--- config.mk ---
export PLATFORM = sky130hd
export DESIGN_NAME = status_led_pattern_sequencer_top_flat
export DESIGN_NICKNAME = d
export VERILOG_FILES = /design/src/sv/slps_pkg.sv /design/src/sv/slps_stream_if.sv /design/src/sv/status_led_pattern_sequencer_top.sv /design/src/flat_wrapper.sv
export SDC_FILE = /design/constraint.sdc
export NUM_CORES = 1
export LEC_CHECK = 0
export BUFFER_PORTS_ARGS = -buffer_cell sky130_fd_sc_hd__buf_2
export CAP_MARGIN = 10
export CORE_ASPECT_RATIO = 1.5
export CORE_UTILIZATION = 41
export CTS_CLUSTER_SIZE = 25
export DETAILED_ROUTE_END_ITERATION = 6
export GPL_ROUTABILITY_DRIVEN = 0
export PLACE_DENSITY = 0.64
export SLEW_MARGIN = 20
export SYNTH_ARGS = -nofsm -noshare
export SYNTH_HDL_FRONTEND = slang
export SYNTH_SLANG_ARGS = --single-unit
--- constraint.sdc ---
create_clock -name clk -period 2.5 [get_ports clk]
set_input_delay 0.375 -clock clk [delete_from_list [all_inputs] [get_ports clk]]
set_output_delay 0.375 -clock clk [all_outputs]
set_load 0.01 [all_outputs]
--- src/sv/slps_pkg.sv ---
package slps_pkg;

    localparam int LED_WORD_W   = 4;
    localparam int PAT_ID_W     = 4;
    localparam int STEP_W       = 3;
    localparam int TABLE_COLS   = 8;

    // Controller modes
    localparam logic [2:0] MODE_IDLE  = 3'd0;
    localparam logic [2:0] MODE_WAIT  = 3'd1;
    localparam logic [2:0] MODE_CV    = 3'd2;
    localparam logic [2:0] MODE_CC    = 3'd3;
    localparam logic [2:0] MODE_CP    = 3'd4;
    localparam logic [2:0] MODE_ERROR = 3'd5;

    // Pattern codes
    localparam logic [PAT_ID_W-1:0] PAT_IDLE       = 4'd0;
    localparam logic [PAT_ID_W-1:0] PAT_WAIT       = 4'd1;
    localparam logic [PAT_ID_W-1:0] PAT_CC_CHG     = 4'd2;
    localparam logic [PAT_ID_W-1:0] PAT_CC_DIS     = 4'd3;
    localparam logic [PAT_ID_W-1:0] PAT_CV_CHG     = 4'd4;
    localparam logic [PAT_ID_W-1:0] PAT_CV_DIS     = 4'd5;
    localparam logic [PAT_ID_W-1:0] PAT_CP_CHG     = 4'd6;
    localparam logic [PAT_ID_W-1:0] PAT_CP_DIS     = 4'd7;
    localparam logic [PAT_ID_W-1:0] PAT_ERR_HS_V   = 4'd8;
    localparam logic [PAT_ID_W-1:0] PAT_ERR_LS_V   = 4'd9;
    localparam logic [PAT_ID_W-1:0] PAT_ERR_LS_I   = 4'd10;
    localparam logic [PAT_ID_W-1:0] PAT_ERR_COMM   = 4'd11;
    localparam logic [PAT_ID_W-1:0] PAT_ERR_TEMP   = 4'd12;
    localparam logic [PAT_ID_W-1:0] PAT_ERR_INT    = 4'd13;

    // Result status codes
    localparam logic STATUS_OK       = 1'b0;
    localparam logic STATUS_NO_MATCH = 1'b1;

    typedef logic [TABLE_COLS-1:0][LED_WORD_W-1:0] pat_row_t;

    typedef struct packed {
        logic [2:0]         ctrl_mode;
        logic signed [15:0] current_sample;
        logic               internal_fault;
        logic               hs_voltage_fault;
        logic               comm_fault;
        logic               ls_voltage_fault;
        logic               ls_current_fault;
        logic               temperature_fault;
    } sample_t;

    typedef struct packed {
        logic [LED_WORD_W-1:0] led_word;
        logic                  led_write;
        logic                  status;
    } result_t;

    // Nominal step count of each pattern
    function automatic logic [3:0] pat_len(input logic [PAT_ID_W-1:0] id);
        logic [3:0] len;
        case (id)
            PAT_IDLE:   len = 4'd2;
            PAT_WAIT:   len = 4'd3;
            PAT_CC_CHG, PAT_CC_DIS, PAT_CV_CHG, PAT_CV_DIS, PAT_CP_CHG, PAT_CP_DIS:
                        len = 4'd5;
            default:    len = 4'd1;
        endcase
        return len;
    endfunction

    // LED words of each pattern, step 0 in the low nibble
    function automatic pat_row_t pat_row(input logic [PAT_ID_W-1:0] id);
        pat_row_t row;
        case (id)
            PAT_IDLE:     row = {4'h0, 4'h0, 4'h0, 4'h0, 4'h0, 4'h0, 4'hF, 4'h0};
            PAT_WAIT:     row = {4'h0, 4'h0, 4'h0, 4'h0, 4'h0, 4'h5, 4'hA, 4'h0};
            PAT_CC_CHG:   row = {4'h0, 4'h0, 4'h0, 4'h1, 4'h2, 4'h4, 4'h8, 4'h0};
            PAT_CC_DIS:   row = {4'h0, 4'h0, 4'h0, 4'h8, 4'h4, 4'h2, 4'h1, 4'h0};
            PAT_CV_CHG:   row = {4'h0, 4'h0, 4'h0, 4'h7, 4'hB, 4'hD, 4'hE, 4'hF};
            PAT_CV_DIS:   row = {4'h0, 4'h0, 4'h0, 4'hE, 4'hD, 4'hB, 4'h7, 4'hF};
            PAT_CP_CHG:   row = {4'h0, 4'h0, 4'h0, 4'hF, 4'h7, 4'h3, 4'h1, 4'h0};
            PAT_CP_DIS:   row = {4'h0, 4'h0, 4'h0, 4'hF, 4'hE, 4'hC, 4'h8, 4'h0};
            PAT_ERR_HS_V: row = {4'h0, 4'h0, 4'h0, 4'h0, 4'h0, 4'h0, 4'h0, 4'h1};
            PAT_ERR_LS_V: row = {4'h0, 4'h0, 4'h0, 4'h0, 4'h0, 4'h0, 4'h0, 4'h8};
            PAT_ERR_LS_I: row = {4'h0, 4'h0, 4'h0, 4'h0, 4'h0, 4'h0, 4'h0, 4'hC};
            PAT_ERR_COMM: row = {4'h0, 4'h0, 4'h0, 4'h0, 4'h0, 4'h0, 4'h0, 4'hA};
            PAT_ERR_TEMP: row = {4'h0, 4'h0, 4'h0, 4'h0, 4'h0, 4'h0, 4'h0, 4'h3};
            PAT_ERR_INT:  row = {4'h0, 4'h0, 4'h0, 4'h0, 4'h0, 4'h0, 4'h0, 4'h9};
            default:      row = '0;
        endcase
        return row;
    endfunction

endpackage

--- src/sv/slps_stream_if.sv ---
interface slps_stream_if #(
    parameter type payload_t = logic
);
    logic     valid;
    logic     ready;
    payload_t payload;

    modport source (output valid, output payload, input ready);
    modport sink   (input valid, input payload, output ready);
endinterface

--- src/sv/status_led_pattern_sequencer_top.sv ---
// Status LED pattern sequencer.
// The sample channel carries one update tick per transaction: controller
// mode, signed low-side current and six fault flags. The result channel
// returns exactly one transaction per tick: the LED word of the current
// pattern step, a write strobe and a status bit (set when no pattern applies,
// in which case the running pattern and step are kept).
// An accepted tick's result is registered in the output register, or in the
// skid register while the receiver stalls. Throughput is one tick per cycle
// while the skid register is empty; the pattern lookup, step wrap and state
// update are combinational between the sample handshake and those registers.
// Reset clears the running pattern to idle, the step to zero and the valid
// flags of both result stages; no transaction is pending afterwards.
// When the receiver stalls, one more result is parked in a skid register, and
// sample ready drops only while that register is full, so ready never depends
// combinationally on the result side.
// MAX_STEPS caps the pattern length, LED_COUNT masks the LED word.
module status_led_pattern_sequencer_top #(
    parameter int MAX_STEPS = 5,
    parameter int LED_COUNT = 4
) (
    input logic          clk,
    input logic          rst_n,
    slps_stream_if.sink   sample,
    slps_stream_if.source result
);

    localparam logic [3:0] STEP_CAP = 4'(MAX_STEPS);
    localparam logic [slps_pkg::LED_WORD_W-1:0] LED_MASK =
        (LED_COUNT >= slps_pkg::LED_WORD_W) ? {slps_pkg::LED_WORD_W{1'b1}}
        : slps_pkg::LED_WORD_W'((1 << LED_COUNT) - 1);

    logic [slps_pkg::PAT_ID_W-1:0] pattern_id_reg, pattern_id_next;
    logic [slps_pkg::STEP_W-1:0]   step_index_reg, step_index_next;
    logic                          out_valid_reg, out_valid_next;
    logic                          skid_valid_reg, skid_valid_next;
    slps_pkg::result_t             out_data_reg, out_data_next;
    slps_pkg::result_t             skid_data_reg, skid_data_next;

    slps_pkg::sample_t             smp;
    slps_pkg::result_t             res;
    logic                          accept;
    logic                          pick_valid;
    logic [slps_pkg::PAT_ID_W-1:0] pick_id;
    logic                          discharge;
    logic [3:0]                    nom_len;
    logic [3:0]                    eff_len;
    logic [3:0]                    step_inc;
    logic [slps_pkg::STEP_W-1:0]   step_sel;
    slps_pkg::pat_row_t            row;

    assign smp          = sample.payload;
    assign sample.ready = !skid_valid_reg;
    assign accept       = sample.valid && sample.ready;
    assign discharge    = smp.current_sample[15];

    // Pick the pattern from mode, current sign and fault priority
    always_comb
    begin
        pick_valid = 1'b1;
        pick_id    = slps_pkg::PAT_IDLE;
        case (smp.ctrl_mode)
            slps_pkg::MODE_IDLE: pick_id = slps_pkg::PAT_IDLE;
            slps_pkg::MODE_WAIT: pick_id = slps_pkg::PAT_WAIT;
            slps_pkg::MODE_CV:
                pick_id = discharge ? slps_pkg::PAT_CV_DIS : slps_pkg::PAT_CV_CHG;
            slps_pkg::MODE_CC:
                pick_id = discharge ? slps_pkg::PAT_CC_DIS : slps_pkg::PAT_CC_CHG;
            slps_pkg::MODE_CP:
                pick_id = discharge ? slps_pkg::PAT_CP_DIS : slps_pkg::PAT_CP_CHG;
            slps_pkg::MODE_ERROR:
            begin
                if (smp.internal_fault)
                    pick_id = slps_pkg::PAT_ERR_INT;
                else if (smp.hs_voltage_fault)
                    pick_id = slps_pkg::PAT_ERR_HS_V;
                else if (smp.comm_fault)
                    pick_id = slps_pkg::PAT_ERR_COMM;
                else if (smp.ls_voltage_fault)
                    pick_id = slps_pkg::PAT_ERR_LS_V;
                else if (smp.ls_current_fault)
                    pick_id = slps_pkg::PAT_ERR_LS_I;
                else if (smp.temperature_fault)
                    pick_id = slps_pkg::PAT_ERR_TEMP;
                else
                    pick_valid = 1'b0;
            end
            default: pick_valid = 1'b0;
        endcase
    end

    // Advance or restart the step and look up the LED word
    always_comb
    begin
        nom_len  = slps_pkg::pat_len(pick_id);
        eff_len  = (nom_len > STEP_CAP) ? STEP_CAP : nom_len;
        step_inc = {1'b0, step_index_reg} + 4'd1;
        if (pick_id == pattern_id_reg)
            step_sel = (step_inc >= eff_len) ? '0 : step_inc[slps_pkg::STEP_W-1:0];
        else
            step_sel = '0;
        row = slps_pkg::pat_row(pick_id);

        if (pick_valid)
        begin
            res.led_word  = row[step_sel] & LED_MASK;
            res.led_write = 1'b1;
            res.status    = slps_pkg::STATUS_OK;
        end
        else
        begin
            res.led_word  = '0;
            res.led_write = 1'b0;
            res.status    = slps_pkg::STATUS_NO_MATCH;
        end

        pattern_id_next = pattern_id_reg;
        step_index_next = step_index_reg;
        if (accept && pick_valid)
        begin
            pattern_id_next = pick_id;
            step_index_next = step_sel;
        end
    end

    // Steer results into the output register or the skid register
    always_comb
    begin
        out_valid_next  = out_valid_reg;
        out_data_next   = out_data_reg;
        skid_valid_next = skid_valid_reg;
        skid_data_next  = skid_data_reg;
        if (!out_valid_reg || result.ready)
        begin
            if (skid_valid_reg)
            begin
                out_valid_next  = 1'b1;
                out_data_next   = skid_data_reg;
                skid_valid_next = 1'b0;
            end
            else
            begin
                out_valid_next = accept;
                out_data_next  = res;
            end
        end
        else if (accept)
        begin
            skid_valid_next = 1'b1;
            skid_data_next  = res;
        end
    end

    // Hold control state
    always_ff @(posedge clk or negedge rst_n)
    begin
        if (!rst_n)
        begin
            pattern_id_reg <= slps_pkg::PAT_IDLE;
            step_index_reg <= '0;
            out_valid_reg  <= 1'b0;
            skid_valid_reg <= 1'b0;
        end
        else
        begin
            pattern_id_reg <= pattern_id_next;
            step_index_reg <= step_index_next;
            out_valid_reg  <= out_valid_next;
            skid_valid_reg <= skid_valid_next;
        end
    end

    // Hold result payloads
    always_ff @(posedge clk)
    begin
        out_data_reg  <= out_data_next;
        skid_data_reg <= skid_data_next;
    end

    assign result.valid   = out_valid_reg;
    assign result.payload = out_data_reg;

endmodule

--- src/flat_wrapper.sv ---
// flat-port wrapper written by rule: the top's interface ports become plain ports
module status_led_pattern_sequencer_top_flat 
#(
    parameter int MAX_STEPS = 5,
    parameter int LED_COUNT = 4
)
  (clk, rst_n, sample_valid, sample_payload, sample_ready, result_valid, result_payload, result_ready);
  slps_stream_if #(.payload_t(slps_pkg::sample_t)) sample_i ();
  slps_stream_if #(.payload_t(slps_pkg::result_t)) result_i ();
  input logic clk;
  input logic rst_n;
  input wire logic [$bits(sample_i.valid)-1:0] sample_valid;
  input wire logic [$bits(sample_i.payload)-1:0] sample_payload;
  output wire logic [$bits(sample_i.ready)-1:0] sample_ready;
  output wire logic [$bits(result_i.valid)-1:0] result_valid;
  output wire logic [$bits(result_i.payload)-1:0] result_payload;
  input wire logic [$bits(result_i.ready)-1:0] result_ready;
  assign sample_i.valid = sample_valid;
  assign sample_i.payload = sample_payload;
  assign sample_ready = sample_i.ready;
  assign result_valid = result_i.valid;
  assign result_payload = result_i.payload;
  assign result_i.ready = result_ready;
  status_led_pattern_sequencer_top #(.MAX_STEPS(MAX_STEPS), .LED_COUNT(LED_COUNT)) u_core (.clk(clk), .rst_n(rst_n), .sample(sample_i), .result(result_i));
endmodule
==> impl_metrics.ini, run 1 <==
[die]
coreArea_um2 = 4030
io_pins = 37
die-area_um2 = 4570
start_util_pct = 43.7
die_w_um = 55.5
num_rows = 28
die_y_um = 82.3

[route]
ant_nets = 0
drc = 0
vias = 1686
wire_per_inst_um = 15.6
avgViaCountPerCell = 5.70
drt-initial-drc-count = 30
drt_wl_total_mm = 4.62
first_pass_iters = 4

[sta]
finalHoldViolCount = 0
fin_crit_ns = 2.87
setup_ws_ns = -0.370
maxSlewViolCount = 0
min_period_over_period_pct = 115
skew_ns = 0.00155
timing.hold.ws_ns = 0.339
slew-limit-headroom_pct = 62.9
setup_viol = 11
worstMarginPinSlew_ns = 0.555
setup_tns_ns = -2.00
rsz0062_at_grt = true
max_freq_mhz = 348

[logic_synthesis]
ys_ff_latch = 21
synth_area_per_cell_um2 = 9.22
synth_edf_count = 12
synth.distinct_cells = 59
syn_inst = 191
synth_warnings = 0
ys_async_sr_fraction_pct = 42.9
yosysSeqAreaShare_pct = 33.2
ys.flop_type = edfxtp_1
synth_nets = 232
netlist_area_um2 = 1760

[cts]
numCtsBuffers = 3
clk-insertion-delay-late_ns = 0.25
h-tree-depth = 1
clockBufferDepth = 2
cts_tree = yes
clock-sinks = 21
clk_pin_slew_ns = 0.07
cts-root-buf = clkbuf_8

[place]
dp_cells = 288
place_hpwl_mm = 3.72
dpl_cell_area_um2 = 2230
placement.io_buffers = 21
pre_cts_ws_ns = -0.727

[grt]
antenna_found_initial = 0
use_met2_pct = 42.9
gr-usage-met3_pct = 1.87
grt_remaining_overflow = 0
grt_busiest_layer = met2
grt_pass1_wl_mm = 7.33
met1_usage_pct = 19.5
grt_max_degree = 16
grtUsageTotal_pct = 21.0
grt_pass1_vias = 1661

[cells_and_area]
layout.nets = 293
layout_commonest_cell = buf_4
area_growth_pct = 38.3
finalCoreUtilization_pct = 60.5
final_cell_mix = buf_4, nand2_1, buf_2
finalNonFillerCells = 296
drive_above_1_share_pct = 40.6
antenna_cells = 0
stdcell_area_um2 = 2440

[power]
p_leak_nw = 1.08
powerDensity_nw_per_um2 = 486
ir_drop_mv = 0.457
p_total_mw = 1.18

[job]
maxCapViolations = 0

[worst_setup_path]
endpoint_kind = flop
max_stage_delay_ns = 0.51
path_class = input pin to flop
arrival_ns = 2.87
cp_data_required_time_ns = 2.50
worst-path-max-fanout = 4
crit_top_cell = ha_4
setup.worst_path.start_class = input pin
crit_chain = buf_6 > or4_1 > o21a_1 > ha_4 > nand2_4 > ha_4 > nand2b_4 > a21o_1 > a21oi_2 > o2111ai_2 > o32ai_2 > o31ai_2 > mux2_4
slowest_stage = or4_1

[min_path]
hold_class = input pin to flop

[outcome]
status = complete, but fails checks
violations = negative setup slack
## per-layer routing
layer	vias to the layer above	routed length (µm)
met5	-	0
met4	0	230
li1	832	-
met3	18	111
met1	787	1690
met2	49	2590
## worst max-delay path, delay by kind of cell
kind / cells / cell delay (ns)
buffers and inverters: 1 / 0.10
adders and majority gates: 2 / 0.37
AOI/OAI and AO/OA: 6 / 1.09
and+or+nand+nor: 3 / 0.70
muxes: 1 / 0.27
## final cells by class
class	instances	area [µm²]
Clock buffer	4	45.0
Fill cell	358	1590
Inverter	12	47.5
Multi-Input combinational cell	149	1230
Sequential cell	21	586
Tap cell	45	56.3
Timing Repair Buffer	65	467
## synthesized netlist by cell type (2+ instances only)
cell type | number | area share, %
inv_1 | 11 | 2.3
and3_1 | 3 | 1.1
o21ai_0 | 8 | 2.3
nor2b_1 | 3 | 1.1
clkbuf_1 | 4 | 0.85
and2_1 | 3 | 1.1
ha_1 | 12 | 8.5
nand2_1 | 21 | 4.5
xnor2_1 | 3 | 1.5
a21oi_1 | 11 | 3.1
o31ai_1 | 3 | 1.3
edfxtp_1 | 12 | 20
nor3_1 | 4 | 1.1
nand3b_1 | 4 | 1.7
o311ai_0 | 2 | 0.99
xor2_1 | 2 | 0.99
nand2b_1 | 5 | 1.8
buf_6 | 2 | 1.3
a21o_1 | 3 | 1.3
nor3b_1 | 2 | 0.85
nand3_1 | 6 | 1.7
mux2_2 | 2 | 1.3
mux2i_1 | 4 | 2.3
o21a_1 | 4 | 1.7
or4_1 | 2 | 0.85
a31oi_1 | 4 | 1.4
buf_2 | 3 | 0.85
dfrtp_1 | 9 | 13
nor2_1 | 9 | 1.9
## final timing paths
path,slack (ns),start,cells after the start,endpoint
min in group asynchronous,0.49,rst_n,2,u_core.skid_valid_reg
worst max-delay path,-0.37,sample_payload[4],13,u_core.result.payload[2]
worst min-delay path,0.34,sample_valid,3,u_core.result.valid
worst min register to register,0.50,u_core.pattern_id_reg[0],2,u_core.pattern_id_reg[0]
max in group asynchronous,1.83,rst_n,2,u_core.pattern_id_reg[1]
worst max register to register,0.05,u_core.step_index_reg[1],8,u_core.result.payload[2]
## what timing repair did
action,CTS,global route
pin swaps,6,5
hold buffers,1,0
buffers inserted,0,3
gates resized for setup,16,6
endpoints found under the hold margin,9,0
endpoints found under the setup margin,11,11
## kinds of logic after synthesis
| kind of cell | after synthesis | synth area share [%] |
|---|---|---|
| flip-flops | 21 | 33.2 |
| adder cells (fa/ha/maj) | 12 | 8.52 |
| AO/OA/AOI/OAI | 57 | 25.0 |
| AND/OR/NAND/NOR | 68 | 20.7 |
| multiplexers | 6 | 3.55 |
| buffers and inverters | 21 | 5.54 |
| XOR/XNOR | 6 | 3.41 |
## power by group
| part | internal (mW) | switching, mW |
|---|---|---|
| clock network | 0.113 | 0.100 |
| registers | 0.409 | 0.0196 |
| logic | 0.254 | 0.288 |
Note: power is estimated with default switching activity, not from simulation.
==> run 2, diff against run 1 <==
PLACE_DENSITY = default   (was 0.64)
PLACE_DENSITY_LB_ADDON = 0.15   (was default)
==> impl_metrics.ini, run 2 (synthesized netlist as in run 1, its figures left out) <==
[outcome]
status = complete, but fails checks
violations = negative setup slack

[route]
drt_wl_total_mm = 4.70
wire_per_inst_um = 15.8
drt-initial-drc-count = 72
ant_nets = 0
vias = 1721
avgViaCountPerCell = 5.78
drc = 0
first_pass_iters = 5

[die]
die_w_um = 55.5
io_pins = 37
num_rows = 28
die_y_um = 82.3
coreArea_um2 = 4030
die-area_um2 = 4570
start_util_pct = 43.7

[sta]
fin_crit_ns = 2.91
setup_ws_ns = -0.413
slew-limit-headroom_pct = 61.6
skew_ns = 0.0106
setup_viol = 11
min_period_over_period_pct = 117
max_freq_mhz = 343
worstMarginPinSlew_ns = 0.575
setup_tns_ns = -3.52
rsz0062_at_grt = true
maxSlewViolCount = 0
timing.hold.ws_ns = 0.322
finalHoldViolCount = 0

[cts]
numCtsBuffers = 3
h-tree-depth = 1
clk_pin_slew_ns = 0.08
clk-insertion-delay-late_ns = 0.26
cts-root-buf = clkbuf_8
clock-sinks = 21
clockBufferDepth = 2
cts_tree = yes

[cells_and_area]
seq_area_um2 = 586
nFillCells = 335
multi_input_area_um2 = 1220
final_cell_mix = buf_4, buf_2, nand2_1
drive_above_1_share_pct = 41.1
antenna_cells = 0
layout.nets = 295
area_growth_pct = 38.6
finalNonFillerCells = 298
layout_commonest_cell = buf_4

[power]
powerDensity_nw_per_um2 = 499
switchingPower_mw = 0.430
p_clk_share_pct = 18.0
p_leak_nw = 1.09
seqPwrFrac_pct = 35.1
p_int_mw = 0.789
swShare_pct = 35.3
combPwrFrac_pct = 46.9
ir_drop_mv = 0.467

[job]
maxCapViolations = 0

[grt]
grtUsageTotal_pct = 21.9
grt_pass1_wl_mm = 7.82
grt_pass1_vias = 1793
grt_remaining_overflow = 0
grt_max_degree = 14
antenna_found_initial = 0

[worst_setup_path]
endpoint_kind = flop
worst-path-max-fanout = 4
arrival_ns = 2.99
setup.worst_path.start_class = input pin
path_class = input pin to flop
cp_data_required_time_ns = 2.57

[place]
placement.io_buffers = 21
place_hpwl_mm = 3.82
dp_cells = 288

[min_path]
hold_class = input pin to flop
==> run 2: timing repair <==
action                                  4_1_cts  5_1_grt
endpoints found under the setup margin       11       11
hold buffers                                  1        0
resized for setup                            10       10
gates cloned                                  0        0
endpoints found under the hold margin         9        0
pin swaps                                     5        5
buffers inserted                              1        4
==> run 2: layout make-up <==
| class | count | share of cell area (%) |
|---|---|---|
| clock buffer | 3 | 1.69 |
| clock inverter | 1 | 0.205 |
| inverter | 12 | 1.95 |
| multi-input combinational | 149 | 50.1 |
| sequential | 21 | 24.0 |
| tap | 45 | 2.31 |
| timing repair buffer | 67 | 19.8 |
==> run 2: power by group through the flow <==
stage | combinational [mW] | sequential, mW | clock, mW
detailed placement | 0.490 | 0.436 | 0
global route | 0.618 | 0.432 | 0.246
global placement | 0.476 | 0.435 | 0
floorplan | 0.311 | 0.441 | 0
finish | 0.572 | 0.428 | 0.219
CTS | 0.522 | 0.429 | 0.222
==> run 2: worst max-delay path, cell delays in order <==
cell      delay [ns]
buf_8           0.10
or4_1           0.51
o21a_1          0.24
ha_4            0.18
nand2_4         0.06
ha_4            0.19
nand2b_4        0.12
a21o_1          0.16
a21oi_2         0.18
o2111a_1        0.24
nand3_2         0.13
o211a_1         0.19
o41ai_2         0.30
==> run 2: final timing paths <==
path / startpoint / endpoint / slack (ns) / depth (start not counted)
setup / recovery: sample_payload[4] / u_core.result.payload[3] / -0.41 / 13
hold / removal: sample_valid / u_core.result.valid / 0.32 / 3
setup reg to reg: u_core.step_index_reg[1] / u_core.result.payload[3] / 0.01 / 8
hold reg to reg: u_core.pattern_id_reg[0] / u_core.pattern_id_reg[0] / 0.50 / 2
max in group asynchronous: rst_n / u_core.pattern_id_reg[2] / 1.84 / 2
min in group asynchronous: rst_n / u_core.skid_valid_reg / 0.48 / 2
==> run 2: routing by layer <==
layer,GRT usage [%],vias to the layer above,wire [µm]
met5,0,-,0
met2,44.2,78,2620
met1,20.1,784,1670
met4,15.8,0,233
li1,-,837,-
met3,2.80,22,184
==> run 2: metrics by stage <==
step / util (%) / setup slack (ns) / cell area, µm² / power, mW
CTS: 58.6 / -0.373 / 2360 / 1.17
floorplan: - / -0.517 / 1820 / 0.752
global route: 60.6 / -0.482 / 2440 / 1.30
global placement: 55.4 / -0.599 / 2230 / 0.911
detailed placement: 55.4 / -0.683 / 2230 / 0.926
finish: 60.6 / -0.413 / 2440 / 1.22
==> run 3, diff against run 2 <==
CTS_BUF_LIST = sky130_fd_sc_hd__clkbuf_16   (was default)
==> impl_metrics.ini, run 3 (synthesized netlist as in run 1, its figures left out) <==
[power]
powerDensity_nw_per_um2 = 542
p_leak_nw = 1.11
ir_drop_mv = 0.687
p_total_mw = 1.35

[grt]
grt_max_degree = 14
antenna_found_initial = 0
grt_pass1_wl_mm = 7.85
grt_remaining_overflow = 0
grtUsageTotal_pct = 22.0
grt_pass1_vias = 1805

[route]
first_pass_iters = 4
drt-initial-drc-count = 59
avgViaCountPerCell = 5.79
wl_met1_mm = 1.76
ant_nets = 0
drc = 0
topRoutingLayerUsed = met4
wire_per_inst_um = 16.0
drt_wl_total_mm = 4.76
met3WireLength_um = 147
wl_met2_mm = 2.68
vias = 1725

[cts]
h-tree-depth = 1
cts_tree = yes
numCtsBuffers = 3
clock-sinks = 21
clk_pin_slew_ns = 0.06
cts-root-buf = clkbuf_16
clockBufferDepth = 2
clk-insertion-delay-late_ns = 0.25

[die]
coreArea_um2 = 4030
die_y_um = 82.3
num_rows = 28
die_w_um = 55.5
die-area_um2 = 4570
start_util_pct = 43.7
io_pins = 37

[worst_setup_path]
worst-path-max-fanout = 4
endpoint_kind = flop
slowest_stage = or4_1
crit_top_cell = ha_4
cp_data_required_time_ns = 2.57
setup.worst_path.start_class = input pin
path_class = input pin to flop
crit_chain = buf_8 > or4_1 > o21a_1 > ha_4 > nand2_4 > ha_4 > nand2b_4 > a21o_1 > a21oi_2 > o2111a_1 > nand3_2 > o211a_1 > o41ai_2
reg2reg_depth = 8
r2r_end = u_core.result.payload[3]
regToRegSetupSlack_ns = 0.02
rr_startpoint = u_core.step_index_reg[1]
arrival_ns = 2.99
max_stage_delay_ns = 0.51

[sta]
skew_ns = 0.00463
max_freq_mhz = 343
maxSlewViolCount = 0
worstMarginPinSlew_ns = 0.592
rsz0062_at_grt = true
finalHoldViolCount = 0
setup_ws_ns = -0.417
setup_viol = 11
slew-limit-headroom_pct = 60.5
min_period_over_period_pct = 117
fin_crit_ns = 2.92
setup_tns_ns = -3.57

[place]
place_hpwl_mm = 3.82
placement.io_buffers = 21
dp_cells = 288
dpl_cell_area_um2 = 2230

[min_path]
hold_class = input pin to flop
min_from = sample_valid
hold_end = u_core.result.valid
worst_hold_path.num_cells = 3

[job]
maxCapViolations = 0

[outcome]
status = complete, but fails checks
violations = negative setup slack

[cells_and_area]
antenna_cells = 0
layout.nets = 295
area_growth_pct = 42.0
layout_commonest_cell = buf_4
drive_above_1_share_pct = 41.1
finalNonFillerCells = 298
final_cell_mix = buf_4, buf_2, nand2_1
stdcell_area_um2 = 2500
==> run 3: changes by cell type in the layout (fill, tap and decap cells not counted) <==
cell       before  now
clkbuf_16       0    3
clkbuf_8        3    0
a2bb2oi_2       1    0
a2bb2oi_4       0    1
nand2_2         1    0
nand2_4         1    2
o31ai_2         3    2
o31ai_4         0    1
==> run 3: how the worst max path moves through the flow <==
stage / start / end / slack [ns] / cells past startpoint
after floorplan: sample_payload[24] / u_core.result.payload[2] / -0.52 / 15
after global placement: sample_payload[4] / u_core.result.payload[2] / -0.60 / 13
after detailed placement: sample_payload[2] / u_core.result.payload[2] / -0.68 / 14
after CTS: sample_payload[4] / u_core.result.payload[2] / -0.38 / 13
final: sample_payload[4] / u_core.result.payload[3] / -0.42 / 13
after global routing: sample_payload[4] / u_core.result.payload[2] / -0.49 / 13
==> run 3: where the power goes <==
part / total, mW / switching, mW / internal (mW)
Clock: 0.333 / 0.118 / 0.214
Sequential: 0.429 / 0.0189 / 0.410
Combinational: 0.593 / 0.315 / 0.278
Total: 1.35 / 0.452 / 0.903
==> run 3: stage by stage <==
stage,hold slack [ns],utilization [%],worst slack (ns)
after floorplan,0.0794,-,-0.517
after global placement,0.228,55.4,-0.599
after detailed placement,0.236,55.4,-0.683
after CTS,0.337,59.4,-0.382
after global routing,0.340,62.1,-0.495
final,0.334,62.1,-0.417
==> run 3: metal layers <==
| layer | track usage [%] | vias to the layer above |
|---|---|---|
| li1 | - | 839 |
| met1 | 20.0 | 811 |
| met2 | 44.2 | 61 |
| met3 | 3.12 | 14 |
| met4 | 15.8 | 0 |
| met5 | 0 | - |
==> run 3: timing repair <==
item,4_1_cts,5_1_grt
gates resized for setup,10,13
setup endpoints to repair,11,11
cloned,0,0
pin swaps,5,5
endpoints found under the hold margin,9,0
buffers inserted,1,4
hold buffers,1,0
==> run 3: critical path: cells and delay by family <==
kind,cells,cell delay [ns]
buffers and inverters,1,0.10
AO/OA/AOI/OAI,6,1.32
adder cells (fa/ha/maj),2,0.37
AND/OR/NAND/NOR,4,0.82
==> run 3: final cells by class <==
| type | count | area (µm²) |
|---|---|---|
| Timing Repair Buffer | 67 | 483 |
| Clock buffer | 3 | 75.1 |
| Fill cell | 328 | 1530 |
| Inverter | 12 | 47.5 |
| Sequential cell | 21 | 586 |
| Tap cell | 45 | 56.3 |
| Clock inverter | 1 | 5.00 |
| Multi-Input combinational cell | 149 | 1250 |
